<file path="src/hdl/g711c_pkg.sv">
`default_nettype none
package g711c_pkg;

	// mode register codes
	localparam logic [2:0] MODE_LIN2A  = 3'd0;
	localparam logic [2:0] MODE_A2LIN  = 3'd1;
	localparam logic [2:0] MODE_LIN2MU = 3'd2;
	localparam logic [2:0] MODE_MU2LIN = 3'd3;
	localparam logic [2:0] MODE_A2MU   = 3'd4;
	localparam logic [2:0] MODE_MU2A   = 3'd5;

	// companding constants
	localparam logic [15:0] ALAW_LOW_MASK  = 16'hFFF8;
	localparam logic [15:0] MULAW_LOW_MASK = 16'hFFFC;
	localparam logic [15:0] MULAW_CLIP     = 16'd32636;
	localparam logic [15:0] MULAW_BIAS     = 16'h0084;
	localparam logic [15:0] ALAW_SEG1_OFS  = 16'h0108;
	localparam logic [15:0] ALAW_SEG0_OFS  = 16'h0008;
	localparam logic [7:0]  ALAW_MASK_POS  = 8'hD5;
	localparam logic [7:0]  ALAW_MASK_NEG  = 8'h55;
	localparam logic [7:0]  MULAW_MASK_POS = 8'hFF;
	localparam logic [7:0]  MULAW_MASK_NEG = 8'h7F;
	localparam logic [6:0]  CODE_OVF       = 7'h7F;
	localparam logic [15:0] SEG_BASE       = 16'h0100;
	localparam int          SEG_COUNT      = 8;

	// standard a-law to mu-law translation
	localparam logic [7:0] A2MU_TAB [128] = '{
		8'd1,   8'd3,   8'd5,   8'd7,   8'd9,   8'd11,  8'd13,  8'd15,
		8'd16,  8'd17,  8'd18,  8'd19,  8'd20,  8'd21,  8'd22,  8'd23,
		8'd24,  8'd25,  8'd26,  8'd27,  8'd28,  8'd29,  8'd30,  8'd31,
		8'd32,  8'd32,  8'd33,  8'd33,  8'd34,  8'd34,  8'd35,  8'd35,
		8'd36,  8'd37,  8'd38,  8'd39,  8'd40,  8'd41,  8'd42,  8'd43,
		8'd44,  8'd45,  8'd46,  8'd47,  8'd48,  8'd48,  8'd49,  8'd49,
		8'd50,  8'd51,  8'd52,  8'd53,  8'd54,  8'd55,  8'd56,  8'd57,
		8'd58,  8'd59,  8'd60,  8'd61,  8'd62,  8'd63,  8'd64,  8'd64,
		8'd65,  8'd66,  8'd67,  8'd68,  8'd69,  8'd70,  8'd71,  8'd72,
		8'd73,  8'd74,  8'd75,  8'd76,  8'd77,  8'd78,  8'd79,  8'd80,
		8'd80,  8'd81,  8'd82,  8'd83,  8'd84,  8'd85,  8'd86,  8'd87,
		8'd88,  8'd89,  8'd90,  8'd91,  8'd92,  8'd93,  8'd94,  8'd95,
		8'd96,  8'd97,  8'd98,  8'd99,  8'd100, 8'd101, 8'd102, 8'd103,
		8'd104, 8'd105, 8'd106, 8'd107, 8'd108, 8'd109, 8'd110, 8'd111,
		8'd112, 8'd113, 8'd114, 8'd115, 8'd116, 8'd117, 8'd118, 8'd119,
		8'd120, 8'd121, 8'd122, 8'd123, 8'd124, 8'd125, 8'd126, 8'd127
	};

	// standard mu-law to a-law translation
	localparam logic [7:0] MU2A_TAB [128] = '{
		8'd1,   8'd1,   8'd2,   8'd2,   8'd3,   8'd3,   8'd4,   8'd4,
		8'd5,   8'd5,   8'd6,   8'd6,   8'd7,   8'd7,   8'd8,   8'd8,
		8'd9,   8'd10,  8'd11,  8'd12,  8'd13,  8'd14,  8'd15,  8'd16,
		8'd17,  8'd18,  8'd19,  8'd20,  8'd21,  8'd22,  8'd23,  8'd24,
		8'd25,  8'd27,  8'd29,  8'd31,  8'd33,  8'd34,  8'd35,  8'd36,
		8'd37,  8'd38,  8'd39,  8'd40,  8'd41,  8'd42,  8'd43,  8'd44,
		8'd46,  8'd48,  8'd49,  8'd50,  8'd51,  8'd52,  8'd53,  8'd54,
		8'd55,  8'd56,  8'd57,  8'd58,  8'd59,  8'd60,  8'd61,  8'd62,
		8'd64,  8'd65,  8'd66,  8'd67,  8'd68,  8'd69,  8'd70,  8'd71,
		8'd72,  8'd73,  8'd74,  8'd75,  8'd76,  8'd77,  8'd78,  8'd79,
		8'd80,  8'd82,  8'd83,  8'd84,  8'd85,  8'd86,  8'd87,  8'd88,
		8'd89,  8'd90,  8'd91,  8'd92,  8'd93,  8'd94,  8'd95,  8'd96,
		8'd97,  8'd98,  8'd99,  8'd100, 8'd101, 8'd102, 8'd103, 8'd104,
		8'd105, 8'd106, 8'd107, 8'd108, 8'd109, 8'd110, 8'd111, 8'd112,
		8'd113, 8'd114, 8'd115, 8'd116, 8'd117, 8'd118, 8'd119, 8'd120,
		8'd121, 8'd122, 8'd123, 8'd124, 8'd125, 8'd126, 8'd127, 8'd128
	};

	typedef struct packed {
		logic signed [15:0] pcm_in;
		logic [7:0]         code_in;
		logic               last_in;
	} g711_in_t;

	typedef struct packed {
		logic signed [15:0] pcm_out;
		logic [7:0]         code_out;
		logic               last_out;
	} g711_out_t;

	// after stage 1: encoder magnitude or prepared code byte
	typedef struct packed {
		logic [2:0]  mode;
		logic        last;
		logic        neg;
		logic [15:0] mag;
		logic [7:0]  cbyte;
	} g711_s1_t;

	// after stage 2: segment coded or decoded magnitude
	typedef struct packed {
		logic [2:0]  mode;
		logic        last;
		logic        neg;
		logic [15:0] mag;
		logic [7:0]  code;
	} g711_s2_t;

endpackage
`default_nettype wire

</file>
<file path="src/hdl/g711c_prep.sv">
`default_nettype none
module g711c_prep (
	input  wire                    clk,
	input  wire                    arst_n,
	input  wire                    in_valid,
	input  wire [2:0]              mode,
	input  g711c_pkg::g711_in_t    req,
	output logic                   valid_s1,
	output g711c_pkg::g711_s1_t    data_s1
);
	import g711c_pkg::*;

	logic [15:0] raw;
	logic [15:0] m_a;
	logic [15:0] m_u;
	logic [15:0] mag_a;
	logic [15:0] mag_u_raw;
	logic [15:0] mag_u_clip;
	logic [6:0]  tidx;
	logic [7:0]  mu2a_m1;
	g711_s1_t    nxt;

	// sample masking, magnitude, clip and mu-to-a table lookup
	always_comb begin
		raw = $unsigned(req.pcm_in);
		m_a = raw & ALAW_LOW_MASK;
		m_u = raw & MULAW_LOW_MASK;
		mag_a = m_a[15] ? 16'(17'h10000 - {1'b0, m_a} - 17'd8) : m_a;
		mag_u_raw = m_u[15] ? 16'(17'h10000 - {1'b0, m_u}) : m_u;
		mag_u_clip = (mag_u_raw > MULAW_CLIP) ? MULAW_CLIP : mag_u_raw;
		tidx = ~req.code_in[6:0];
		mu2a_m1 = MU2A_TAB[tidx] - 8'd1;
	end

	// per-mode preparation
	always_comb begin
		nxt.mode = mode;
		nxt.last = req.last_in;
		nxt.neg = raw[15];
		nxt.mag = '0;
		nxt.cbyte = '0;
		case (mode)
			MODE_LIN2A: begin
				nxt.mag = mag_a;
			end
			MODE_LIN2MU: begin
				nxt.mag = mag_u_clip + MULAW_BIAS;
			end
			MODE_A2LIN: begin
				nxt.cbyte = req.code_in ^ ALAW_MASK_NEG;
			end
			MODE_MU2LIN: begin
				nxt.cbyte = ~req.code_in;
			end
			MODE_A2MU: begin
				if (req.code_in[7]) begin
					nxt.cbyte = MULAW_MASK_POS ^ A2MU_TAB[7'(req.code_in ^ ALAW_MASK_POS)];
				end else begin
					nxt.cbyte = MULAW_MASK_NEG ^ A2MU_TAB[7'(req.code_in ^ ALAW_MASK_NEG)];
				end
			end
			MODE_MU2A: begin
				if (req.code_in[7]) begin
					nxt.cbyte = ALAW_MASK_POS ^ mu2a_m1;
				end else begin
					nxt.cbyte = ALAW_MASK_NEG ^ mu2a_m1;
				end
			end
			default: begin
				nxt.cbyte = '0;
			end
		endcase
	end

	// stage 1 register
	always_ff @(posedge clk or negedge arst_n) begin
		if (!arst_n) begin
			valid_s1 <= 1'b0;
		end else begin
			valid_s1 <= in_valid;
		end
	end

	always_ff @(posedge clk) begin
		if (in_valid) begin
			data_s1 <= nxt;
		end
	end

endmodule
`default_nettype wire

</file>
<file path="src/hdl/g711c_core.sv">
`default_nettype none
module g711c_core (
	input  wire                    clk,
	input  wire                    arst_n,
	input  wire                    valid_s1,
	input  g711c_pkg::g711_s1_t    data_s1,
	output logic                   valid_s2,
	output g711c_pkg::g711_s2_t    data_s2
);
	import g711c_pkg::*;

	logic [3:0]  seg;
	logic [3:0]  sh;
	logic [3:0]  mant;
	logic [6:0]  code_a;
	logic [6:0]  code_u;
	logic [2:0]  aseg;
	logic [15:0] at;
	logic [15:0] amag;
	logic [15:0] ut;
	g711_s2_t    nxt;

	// segment priority search over the encoder magnitude
	always_comb begin
		seg = 4'(SEG_COUNT);
		for (int s = SEG_COUNT - 1; s >= 0; s--) begin
			if (data_s1.mag < (SEG_BASE << s)) begin
				seg = 4'(s);
			end
		end
		sh = {1'b0, seg[2:0]} + 4'd3;
		mant = 4'(data_s1.mag >> sh);
	end

	// encoder code assembly
	always_comb begin
		if (seg[3]) begin
			code_a = CODE_OVF;
		end else if (seg < 4'd2) begin
			code_a = {seg[2:0], data_s1.mag[7:4]};
		end else begin
			code_a = {seg[2:0], mant};
		end
		if (seg[3]) begin
			code_u = CODE_OVF;
		end else begin
			code_u = {seg[2:0], mant};
		end
	end

	// decoder magnitudes
	always_comb begin
		aseg = data_s1.cbyte[6:4];
		at = {8'd0, data_s1.cbyte[3:0], 4'd0};
		case (aseg)
			3'd0: amag = at + ALAW_SEG0_OFS;
			3'd1: amag = at + ALAW_SEG1_OFS;
			default: amag = 16'((at + ALAW_SEG1_OFS) << (aseg - 3'd1));
		endcase
		ut = 16'(({9'd0, data_s1.cbyte[3:0], 3'd0} + MULAW_BIAS) << data_s1.cbyte[6:4]);
	end

	always_comb begin
		nxt.mode = data_s1.mode;
		nxt.last = data_s1.last;
		nxt.neg = data_s1.neg;
		nxt.mag = '0;
		nxt.code = '0;
		case (data_s1.mode)
			MODE_LIN2A: begin
				nxt.code = {1'b0, code_a};
			end
			MODE_LIN2MU: begin
				nxt.code = {1'b0, code_u};
			end
			MODE_A2LIN: begin
				nxt.neg = ~data_s1.cbyte[7];
				nxt.mag = amag;
			end
			MODE_MU2LIN: begin
				nxt.neg = data_s1.cbyte[7];
				nxt.mag = ut - MULAW_BIAS;
			end
			MODE_A2MU, MODE_MU2A: begin
				nxt.code = data_s1.cbyte;
			end
			default: begin
				nxt.code = '0;
			end
		endcase
	end

	// stage 2 register
	always_ff @(posedge clk or negedge arst_n) begin
		if (!arst_n) begin
			valid_s2 <= 1'b0;
		end else begin
			valid_s2 <= valid_s1;
		end
	end

	always_ff @(posedge clk) begin
		if (valid_s1) begin
			data_s2 <= nxt;
		end
	end

endmodule
`default_nettype wire

</file>
<file path="src/hdl/g711c_out.sv">
`default_nettype none
module g711c_out (
	input  wire                    clk,
	input  wire                    arst_n,
	input  wire                    valid_s2,
	input  g711c_pkg::g711_s2_t    data_s2,
	output logic                   done,
	output g711c_pkg::g711_out_t   rsp
);
	import g711c_pkg::*;

	g711_out_t   nxt;
	logic [15:0] lin;

	// sign and transmit masks
	always_comb begin
		lin = data_s2.neg ? 16'(17'h10000 - {1'b0, data_s2.mag}) : data_s2.mag;
		nxt.last_out = data_s2.last;
		nxt.pcm_out = '0;
		nxt.code_out = '0;
		case (data_s2.mode)
			MODE_LIN2A: begin
				nxt.code_out = data_s2.code ^ (data_s2.neg ? ALAW_MASK_NEG : ALAW_MASK_POS);
			end
			MODE_LIN2MU: begin
				nxt.code_out = data_s2.code ^ (data_s2.neg ? MULAW_MASK_NEG : MULAW_MASK_POS);
			end
			MODE_A2LIN, MODE_MU2LIN: begin
				nxt.pcm_out = $signed(lin);
			end
			MODE_A2MU, MODE_MU2A: begin
				nxt.code_out = data_s2.code;
			end
			default: begin
				nxt.code_out = '0;
			end
		endcase
	end

	// stage 3 output register
	always_ff @(posedge clk or negedge arst_n) begin
		if (!arst_n) begin
			done <= 1'b0;
		end else begin
			done <= valid_s2;
		end
	end

	always_ff @(posedge clk) begin
		if (valid_s2) begin
			rsp <= nxt;
		end
	end

endmodule
`default_nettype wire

</file>
<file path="src/hdl/g711_companding_codec_top.sv">
// a request passes the prepare and segment stage registers, then done and rsp load
// from the output stage register
// throughput: one request per cycle; busy stays low, three register stages
// (prepare, segment code/decode, sign mask) each hold one request
// the result is shown for one cycle only and cannot be stalled by the receiver
// reset: arst_n clears the stage valid bits and sets mode to linear to a-law
`default_nettype none
module g711_companding_codec_top (
	input  wire                    clk,
	input  wire                    arst_n,
	input  wire                    start,
	output logic                   busy,
	input  g711c_pkg::g711_in_t    req,
	input  wire                    cfg_we,
	input  wire [2:0]              cfg_wdata,
	output logic                   done,
	output g711c_pkg::g711_out_t   rsp
);
	import g711c_pkg::*;

	logic       mode_q;
	logic [2:0] mode_val_q;
	logic       accept;
	logic       valid_s1;
	logic       valid_s2;
	g711_s1_t   data_s1;
	g711_s2_t   data_s2;

	assign busy = 1'b0;
	assign accept = start & ~busy;

	// mode register
	always_ff @(posedge clk or negedge arst_n) begin
		if (!arst_n) begin
			mode_val_q <= MODE_LIN2A;
			mode_q <= 1'b0;
		end else if (cfg_we) begin
			mode_val_q <= cfg_wdata;
			mode_q <= 1'b1;
		end
	end

	g711c_prep u_prep (
		.clk      (clk),
		.arst_n   (arst_n),
		.in_valid (accept),
		.mode     (mode_val_q),
		.req      (req),
		.valid_s1 (valid_s1),
		.data_s1  (data_s1)
	);

	g711c_core u_core (
		.clk      (clk),
		.arst_n   (arst_n),
		.valid_s1 (valid_s1),
		.data_s1  (data_s1),
		.valid_s2 (valid_s2),
		.data_s2  (data_s2)
	);

	g711c_out u_out (
		.clk      (clk),
		.arst_n   (arst_n),
		.valid_s2 (valid_s2),
		.data_s2  (data_s2),
		.done     (done),
		.rsp      (rsp)
	);

	// a result only follows an accepted request
	a_done_has_req: assert property (@(posedge clk) disable iff (!arst_n)
		done |-> $past(accept, 3))
		else $error("result without request");

	// last flag travels with its request
	a_last_kept: assert property (@(posedge clk) disable iff (!arst_n)
		done |-> (rsp.last_out == $past(req.last_in, 3)))
		else $error("last flag lost");

	// decoded magnitudes never exceed the top segment value
	a_dec_range: assert property (@(posedge clk) disable iff (!arst_n)
		(valid_s2 && (data_s2.mode == MODE_A2LIN || data_s2.mode == MODE_MU2LIN))
		|-> (data_s2.mag <= 16'h7E00))
		else $error("decoded magnitude out of range");

	// mode writes take effect; register was loaded or still at reset value
	a_mode_reset: assert property (@(posedge clk) disable iff (!arst_n)
		!mode_q |-> (mode_val_q == MODE_LIN2A))
		else $error("mode changed without a write");

endmodule
`default_nettype wire

</file>
<file path="config.mk">
export PLATFORM = sky130hd
export DESIGN_NAME = g711_companding_codec_top
export DESIGN_NICKNAME = d
export VERILOG_FILES = /design/src/hdl/g711c_pkg.sv /design/src/hdl/g711c_prep.sv /design/src/hdl/g711c_core.sv /design/src/hdl/g711c_out.sv /design/src/hdl/g711_companding_codec_top.sv
export SDC_FILE = /design/constraint.sdc
export NUM_CORES = 1
export LEC_CHECK = 0
export BUFFER_PORTS_ARGS = -buffer_cell sky130_fd_sc_hd__buf_2
export CORE_UTILIZATION = 30
export CTS_CLUSTER_SIZE = 20
export DETAILED_ROUTE_END_ITERATION = 10
export HOLD_SLACK_MARGIN = 0.12
export PLACE_DENSITY_LB_ADDON = 0.08
export SETUP_SLACK_MARGIN = 0.02
export SLEW_MARGIN = 20
export SYNTH_ARGS = -nofsm -noshare
export SYNTH_HDL_FRONTEND = slang
export SYNTH_SLANG_ARGS = --single-unit
export TNS_END_PERCENT = 20
</file>
<file path="constraint.sdc">
create_clock -name clk -period 2.6 [get_ports clk]
set_input_delay 0.52 -clock clk [delete_from_list [all_inputs] [get_ports clk]]
set_output_delay 0.52 -clock clk [all_outputs]
set_load 0.05 [all_outputs]
</file>
==> flow_metrics.env, run 1 <==
export IMPL_grt_max_degree=29
export IMPL_final_nets=997
export IMPL_synth_area_sq_mm=0.006798
export IMPL_root_buffer="clkbuf_16"
export IMPL_min_delay_start="req[0]"
export IMPL_hold_viol=0
export IMPL_violations="design-rule violations, negative setup slack"
export IMPL_gp_congestion=0.8881
export IMPL_synth_edf_count=76
export IMPL_start_util_pct=30.86
export IMPL_cts_buffers=9
export IMPL_worstSetupStartpoint="req[12]"
export IMPL_worst_slack_ns=-0.7446
export IMPL_hold_end="u_prep.data_s1[25]$_DFFE_PP_"
export IMPL_dr_pass1_iters=10
export IMPL_io_buffers=53
export IMPL_htreeDepth=3
export IMPL_crit_path_end_kind="flop"
export IMPL_reg2reg_setup_slack_ns=0.13
export IMPL_area_growth_pct=30.43
export IMPL_holdPathStages=1
export IMPL_clk_pin_slew_ns=0.06
export IMPL_num_rows=54
export IMPL_ir_worst_vdd_uv=245.1
export IMPL_die_y_microns=152.5
export IMPL_antenna_found_initial=0
export IMPL_placed_cells=1203
export IMPL_cp_start_kind="input port"
export IMPL_cp_arrival_ns=3.44
export IMPL_drt_wl_total_microns=18710
export IMPL_regToRegEndpoint="u_core.data_s2[2]$_SDFFCE_PN0P_"
export IMPL_powerDensity_mw_per_mm2=493.7
export IMPL_hold_slack_ns=0.3524
export IMPL_layout_commonest_cell="buf_4"
export IMPL_dpl_hpwl_microns=14900
export IMPL_reg2regPathDepth=7
export IMPL_grt_overflow_total=0
export IMPL_cts_buffer_depth=2
export IMPL_synth_cells=764
export IMPL_grt_usage_pct=16.64
export IMPL_route_detailed_drc=2
export IMPL_r2r_start="u_prep.data_s1[18]$_SDFFCE_PN0P_"
export IMPL_tightest_slew_ns=0.9321
export IMPL_maxSlewViolCount=0
export IMPL_antenna_cells=0
export IMPL_instances_no_fill=1226
export IMPL_setup_viol=7
export IMPL_drive_gt1_share_pct=29.92
export IMPL_grt_pass1_vias=6280
export IMPL_fp_dieW_microns=152.5
export IMPL_status="finished, violations left"
export IMPL_viasPerCell=5.222
export IMPL_p_leak_uw=0.003696
export IMPL_max_freq_ghz=0.2990
export IMPL_core_area_sq_mm=0.02203
export IMPL_grt_first_pass_wirelength_microns=31730
export IMPL_ys_ff_latch=82
export IMPL_ys_flop_type="edfxtp_1"
export IMPL_crit_required_ns=2.70
export IMPL_route_antenna_remaining_nets=0
export IMPL_wire_per_inst_microns=15.26
export IMPL_cap_violations=0
export IMPL_ys_types=86
export IMPL_vias=6402
export IMPL_ys_seq_area_share_pct=35.78
export IMPL_cts_tree="built"
export IMPL_clock_skew_final_ns=0.005350
export IMPL_critical_path_class="input port to flop"
export IMPL_final_cell_mix="160 x buf_4, 78 x nand2_1, 76 x edfxtp_1"
export IMPL_fp_dieArea_sq_mm=0.02327
export IMPL_min_period_ns=3.345
export IMPL_drt_iter0_markers=416
export IMPL_path_max_fanout=8
export IMPL_ios=59
export IMPL_async_flop_share_pct=7.317
export IMPL_clk_latency_ns=0.34
export IMPL_hp_class="input port to flop"
export IMPL_maxSlewHeadroom_pct=37.86
export IMPL_clkSinkCount=82
export IMPL_avgSynthCellArea_sq_um=8.898
export IMPL_yosys_warnings=0
export IMPL_rsz0062_at_grt="yes"
export IMPL_post_route_period_util_pct=128.6
metal layers:
layer | track usage (%) | up-vias | wire, microns
met5 | 0 | - | 0
met4 | 6.542 | 0 | 385
met3 | 1.166 | 26 | 474
met2 | 28.20 | 130 | 8917
met1 | 22.11 | 3045 | 8932
li1 | - | 3201 | -
worst max path at each step:
stage                                                  end  slack [ns]  cells past startpoint
after floorplan           u_prep.data_s1[18]$_SDFFCE_PN0P_       -1.26                     14
after global placement    u_prep.data_s1[18]$_SDFFCE_PN0P_       -1.19                     14
after detailed placement  u_prep.data_s1[18]$_SDFFCE_PN0P_       -1.24                     14
after CTS                 u_prep.data_s1[18]$_SDFFCE_PN0P_       -0.72                     14
after global routing      u_prep.data_s1[18]$_SDFFCE_PN0P_       -0.85                     14
final                     u_prep.data_s1[18]$_SDFFCE_PN0P_       -0.74                     14
cell usage after synthesis, types with 4 or more instances:
cell type / number / area [sq um]
a211oi_1: 10 / 75.07
o21ai_0: 39 / 195.2
clkbuf_1: 41 / 153.9
xor2_1: 18 / 157.7
nor2b_1: 20 / 125.1
nand2_1: 78 / 292.8
o32ai_1: 4 / 35.03
o22ai_1: 18 / 112.6
ha_1: 24 / 300.3
nand4_1: 7 / 43.79
buf_1: 5 / 18.77
a211o_1: 5 / 43.79
a311o_1: 4 / 40.04
nor3_1: 15 / 75.07
or3_1: 6 / 37.54
nand2b_1: 15 / 93.84
mux2i_1: 22 / 220.2
o221ai_1: 4 / 35.03
nor2_1: 70 / 262.8
and3_1: 12 / 75.07
a21o_1: 6 / 45.04
a21oi_1: 41 / 205.2
o41ai_1: 5 / 43.79
xnor2_1: 37 / 324.1
or2_2: 5 / 31.28
inv_1: 26 / 97.59
o211ai_1: 5 / 37.54
or4_1: 4 / 30.03
nor4_1: 5 / 31.28
o31ai_1: 10 / 75.07
dfrtp_1: 6 / 150.1
nand3_1: 16 / 80.08
and2_1: 5 / 31.28
a31oi_1: 11 / 68.82
edfxtp_1: 76 / 2282
mux2_2: 6 / 67.56
what timing repair did:
action                     in CTS  in global routing
setup endpoints to repair      10                 15
hold endpoints to repair        6                  0
pin swaps                      13                  5
setup buffers                   4                  2
hold buffers                    1                  0
gates resized for setup        20                  8
gates cloned                    0                  0
cells by family (layout without fill, tap and decap cells):
kind of cell | count (synthesis) | count (layout) | share of synthesized area [%]
compound gates | 216 | 216 | 22.49
xor+xnor | 57 | 57 | 7.565
simple gates | 275 | 275 | 20.03
buf+inv | 79 | 259 | 4.767
fa+ha+maj | 24 | 24 | 4.417
mux | 30 | 30 | 4.896
flops | 82 | 82 | 35.78
other cells | 1 | 3 | 0.05517
worst max-delay path, stage by stage:
cell and delay (ns):
buf_6 0.10, buf_6 0.11, or3_4 0.40, o41ai_4 0.40, xor2_2 0.19, a211oi_2 0.08, a31o_1 0.23, a211o_1 0.26
ha_4 0.18, and2_4 0.14, a221oi_2 0.23, a21bo_4 0.28, and3_4 0.17, o22a_1 0.15
cell type report:
class                           count  area [sq um]
Fill cell                        2268         13160
Multi-Input combinational cell    605          4175
Sequential cell                    82          2432
Timing Repair Buffer              216          1526
Tap cell                          280         350.3
Clock buffer                        9         225.2
Inverter                           27         103.9
Clock inverter                      7         52.55
state kept, by name, indices dropped and copies added, names as in the netlist:
| signal | flops |
|---|---|
| u_out.done | 1 |
| u_out.rsp | 23 |
| mode_val_q | 3 |
| u_prep.valid_s1 | 1 |
| u_prep.data_s1 | 26 |
| u_core.data_s2 | 27 |
| u_core.valid_s2 | 1 |
power by group:
group | total, uW | switching, uW | leakage, uW | internal, uW
sequential | 1680 | 95.9 | 0.000844 | 1580
clock | 1200 | 551 | 0.000127 | 654
combinational | 1490 | 837 | 0.00273 | 657
through the flow:
stage | setup TNS (ns) | utilization, % | worst slack, ns | instance area (sq um) | power (uW)
after CTS | -3.868 | 40.00 | -0.7186 | 8810 | 4413
final | -3.999 | 40.25 | -0.7446 | 8866 | 4377
after global placement | -10.01 | 38.17 | -1.190 | 8408 | 3153
after global routing | -5.207 | 40.25 | -0.8468 | 8866 | 4628
after detailed placement | -10.91 | 38.17 | -1.243 | 8408 | 3163
after floorplan | -9.118 | - | -1.259 | 6842 | 2643
(Power assumes the default switching activity.)
==> run 2, diff against run 1 <==
--- a/config.mk
+++ b/config.mk
@@ -5,6 +5,7 @@
 export SDC_FILE = /design/constraint.sdc
 export NUM_CORES = 1
 export LEC_CHECK = 0
+export ABC_AREA = 1
 export BUFFER_PORTS_ARGS = -buffer_cell sky130_fd_sc_hd__buf_2
 export CORE_UTILIZATION = 30
 export CTS_CLUSTER_SIZE = 20
==> flow_metrics.env, run 2 <==
export IMPL_status="finished, violations left"
export IMPL_violations="design-rule violations"
export IMPL_min_delay_start="req[0]"
export IMPL_hp_class="input port to flop"
export IMPL_clock_skew_final_ns=0.004396
export IMPL_cts_buffer_depth=2
export IMPL_rsz0062_at_grt="yes"
export IMPL_max_freq_ghz=0.4069
export IMPL_layout_commonest_cell="nand2_1"
export IMPL_ys_ff_latch=82
export IMPL_grt_usage_pct=15.82
export IMPL_async_flop_share_pct=7.317
export IMPL_die_y_microns=152.4
export IMPL_htreeDepth=3
export IMPL_holdPathStages=1
export IMPL_setup_tns_ns=0
export IMPL_largest_register_ff_count=27
export IMPL_netlist_area_leader_share_pct=33.65
export IMPL_grt_max_degree=28
export IMPL_ys_types=54
export IMPL_path_max_fanout=7
export IMPL_num_rows=54
export IMPL_drt_wl_total_microns=18160
export IMPL_drt_iter0_markers=341
export IMPL_synth_edf_count=76
export IMPL_tightest_slew_ns=0.9146
export IMPL_grt_overflow_total=0
export IMPL_setup_viol=0
export IMPL_grt_pass1_vias=6068
export IMPL_cts_tree="built"
export IMPL_instances_no_fill=1403
export IMPL_final_cell_mix="206 x nand2_1, 135 x buf_4, 109 x inv_1"
export IMPL_yosys_warnings=0
export IMPL_regToRegEndpoint="u_core.data_s2[20]$_SDFFCE_PP0P_"
export IMPL_cts_buffers=9
export IMPL_route_antenna_remaining_nets=0
export IMPL_viasPerCell=4.651
export IMPL_p_leak_uw=0.004023
export IMPL_post_dp_cell_area_sq_mm=0.008324
export IMPL_antenna_found_initial=0
export IMPL_dpl_hpwl_microns=14750
export IMPL_fp_dieW_microns=152.4
export IMPL_ir_worst_vdd_uv=280.9
export IMPL_wire_per_inst_microns=12.94
export IMPL_r2r_start="u_prep.data_s1[4]$_SDFFCE_PN0P_"
export IMPL_placed_cells=1374
export IMPL_cap_violations=0
export IMPL_clk_latency_ns=0.34
export IMPL_vias=6526
export IMPL_top_register="u_core.data_s2"
export IMPL_powerDensity_mw_per_mm2=478.9
export IMPL_gp_congestion=0.8599
export IMPL_ys_flop_type="edfxtp_1"
export IMPL_grt_busiest_layer="met2"
export IMPL_hold_end="u_prep.data_s1[25]$_DFFE_PP_"
export IMPL_top_regs="u_core.data_s2: 27 flops, u_prep.data_s1: 26 flops, u_out.rsp: 23 flops"
export IMPL_worst_slack_ns=0.1424
export IMPL_design_area_sq_mm=0.008806
export IMPL_hold_viol=0
export IMPL_grt_use_met2_pct=25.70
export IMPL_post_route_period_util_pct=94.52
export IMPL_grt_util_met1_pct=21.92
export IMPL_synth_cells=934
export IMPL_final_nets=1174
export IMPL_dr_pass1_iters=8
export IMPL_synth_area_sq_mm=0.006782
export IMPL_reg2regPathDepth=15
export IMPL_area_growth_pct=29.85
export IMPL_fillerInstances=2293
export IMPL_preCtsSetupSlack_ns=-0.2462
export IMPL_cp_start_kind="input port"
export IMPL_start_util_pct=30.79
export IMPL_yosys_top_cells_area="edfxtp_1 34%, nand2_1 12%, o21ai_0 6.6%"
export IMPL_grt_first_pass_wirelength_microns=30060
export IMPL_clk_pin_slew_ns=0.06
export IMPL_ios=59
export IMPL_ys_seq_area_share_pct=35.87
export IMPL_crit_required_ns=2.69
export IMPL_synth_top_cell_by_area="edfxtp_1"
export IMPL_synth_most_common_cell="nand2_1"
export IMPL_root_buffer="clkbuf_16"
export IMPL_clkSinkCount=82
export IMPL_min_period_ns=2.458
export IMPL_drive_gt1_share_pct=27.25
export IMPL_grtUsageMet3_pct=1.507
export IMPL_antenna_cells=0
export IMPL_cp_arrival_ns=2.55
export IMPL_reg2reg_setup_slack_ns=0.25
export IMPL_route_detailed_drc=3
export IMPL_yosys_top_cells_count="215 x nand2_1, 110 x inv_1, 94 x nor2_1, 90 x o21ai_0, 76 x edfxtp_1"
export IMPL_critical_path_class="input port to flop"
export IMPL_hold_slack_ns=0.3599
export IMPL_io_buffers=53
export IMPL_core_area_sq_mm=0.02203
export IMPL_fp_dieArea_sq_mm=0.02321
export IMPL_avgSynthCellArea_sq_um=7.261
export IMPL_crit_path_end_kind="flop"
export IMPL_maxSlewViolCount=0
export IMPL_maxSlewHeadroom_pct=39.03
==> run 2: changes by cell type in the layout (fill, tap and decap cells not counted), sizes merged, moves of 10 or more <==
| cell | change |
|---|---|
| inv | +90 |
| buf | -23 |
| mux2i | -22 |
| nand2 | +166 |
| and3 | -10 |
| xnor2 | -34 |
| nand2b | -15 |
| xor2 | -17 |
| nor2b | -20 |
| nor2 | +38 |
| a21oi | +11 |
| nand3 | +58 |
| o21ai | +65 |
==> run 2: layout make-up <==
type	instances	area, sq um	share of cell area [%]
multi-input cells	709	3923	44.54
flip-flops and latches	82	2432	27.62
repair buffers	193	1351	15.35
inverters	123	478.0	5.428
well taps	280	350.3	3.978
clock buffers	10	229.0	2.600
clock inverters	6	42.54	0.4831
==> run 2: worst max path at each step <==
stage	depth (start not counted)	slack (ns)	startpoint	end
floorplan	20	0.0008	req[11]	u_prep.data_s1[22]$_SDFFCE_PN0P_
global placement	19	-0.24	req[12]	u_prep.data_s1[22]$_SDFFCE_PN0P_
detailed placement	19	-0.25	req[12]	u_prep.data_s1[22]$_SDFFCE_PN0P_
CTS	19	0.11	req[12]	u_prep.data_s1[22]$_SDFFCE_PN0P_
global route	19	-0.02	req[11]	u_prep.data_s1[16]$_SDFFCE_PN0P_
finish	19	0.14	req[11]	u_prep.data_s1[16]$_SDFFCE_PN0P_
==> run 2: critical path: stages <==
cell,delay (ns)
buf_2,0.12
clkinvlp_4,0.11
ha_4,0.18
buf_4,0.13
nand3b_1,0.19
nand3_2,0.12
nor2_2,0.04
nand2_1,0.07
nand2_2,0.07
nand3_2,0.10
nand2_4,0.08
nand2_4,0.10
nand3_4,0.08
ha_4,0.18
nand3_4,0.09
nand2_4,0.08
buf_4,0.13
o21ai_1,0.10
nand2_1,0.05
==> run 2: report_power, final <==
part / leakage, uW / switching (uW) / total [uW] / internal (uW)
Clock: 0.000119 / 512 / 1160 / 646
Combinational: 0.00306 / 883 / 1410 / 527
Sequential: 0.000845 / 66.5 / 1650 / 1580
==> run 2: cells by family after synthesis <==
| logic type | share of synthesized area [%] |
|---|---|
| DFF | 35.87 |
| and+or+nand+nor | 30.79 |
| buffers and inverters | 9.022 |
| other | 0.05530 |
| xor gates and xnor gates | 0.7750 |
| adders and majority gates | 4.428 |
| AOI/OAI and AO/OA | 19.06 |
==> run 2: per-stage QoR <==
stage / util (%) / total power, uW
final: 39.98 / 4217
after global routing: 39.98 / 4491
after CTS: 39.07 / 4217
after detailed placement: 37.79 / 3043
after global placement: 37.79 / 3047
after floorplan: - / 2551
==> run 2: repair_timing <==
action / 4_1_cts / 5_1_grt
setup buffers: 0 / 11
endpoints found under the setup margin: 0 / 15
hold buffers: 1 / 0
hold endpoints to repair: 6 / 0
resized for setup: 0 / 30
==> run 2: layer usage <==
metal | share of wire (%) | wire [microns] | vias to the layer above
li1 | - | - | 3549
met2 | 45 | 8244 | 122
met4 | 1.9 | 348 | 0
met1 | 50 | 9069 | 2830
met3 | 2.7 | 496 | 25
met5 | 0 | 0 | -
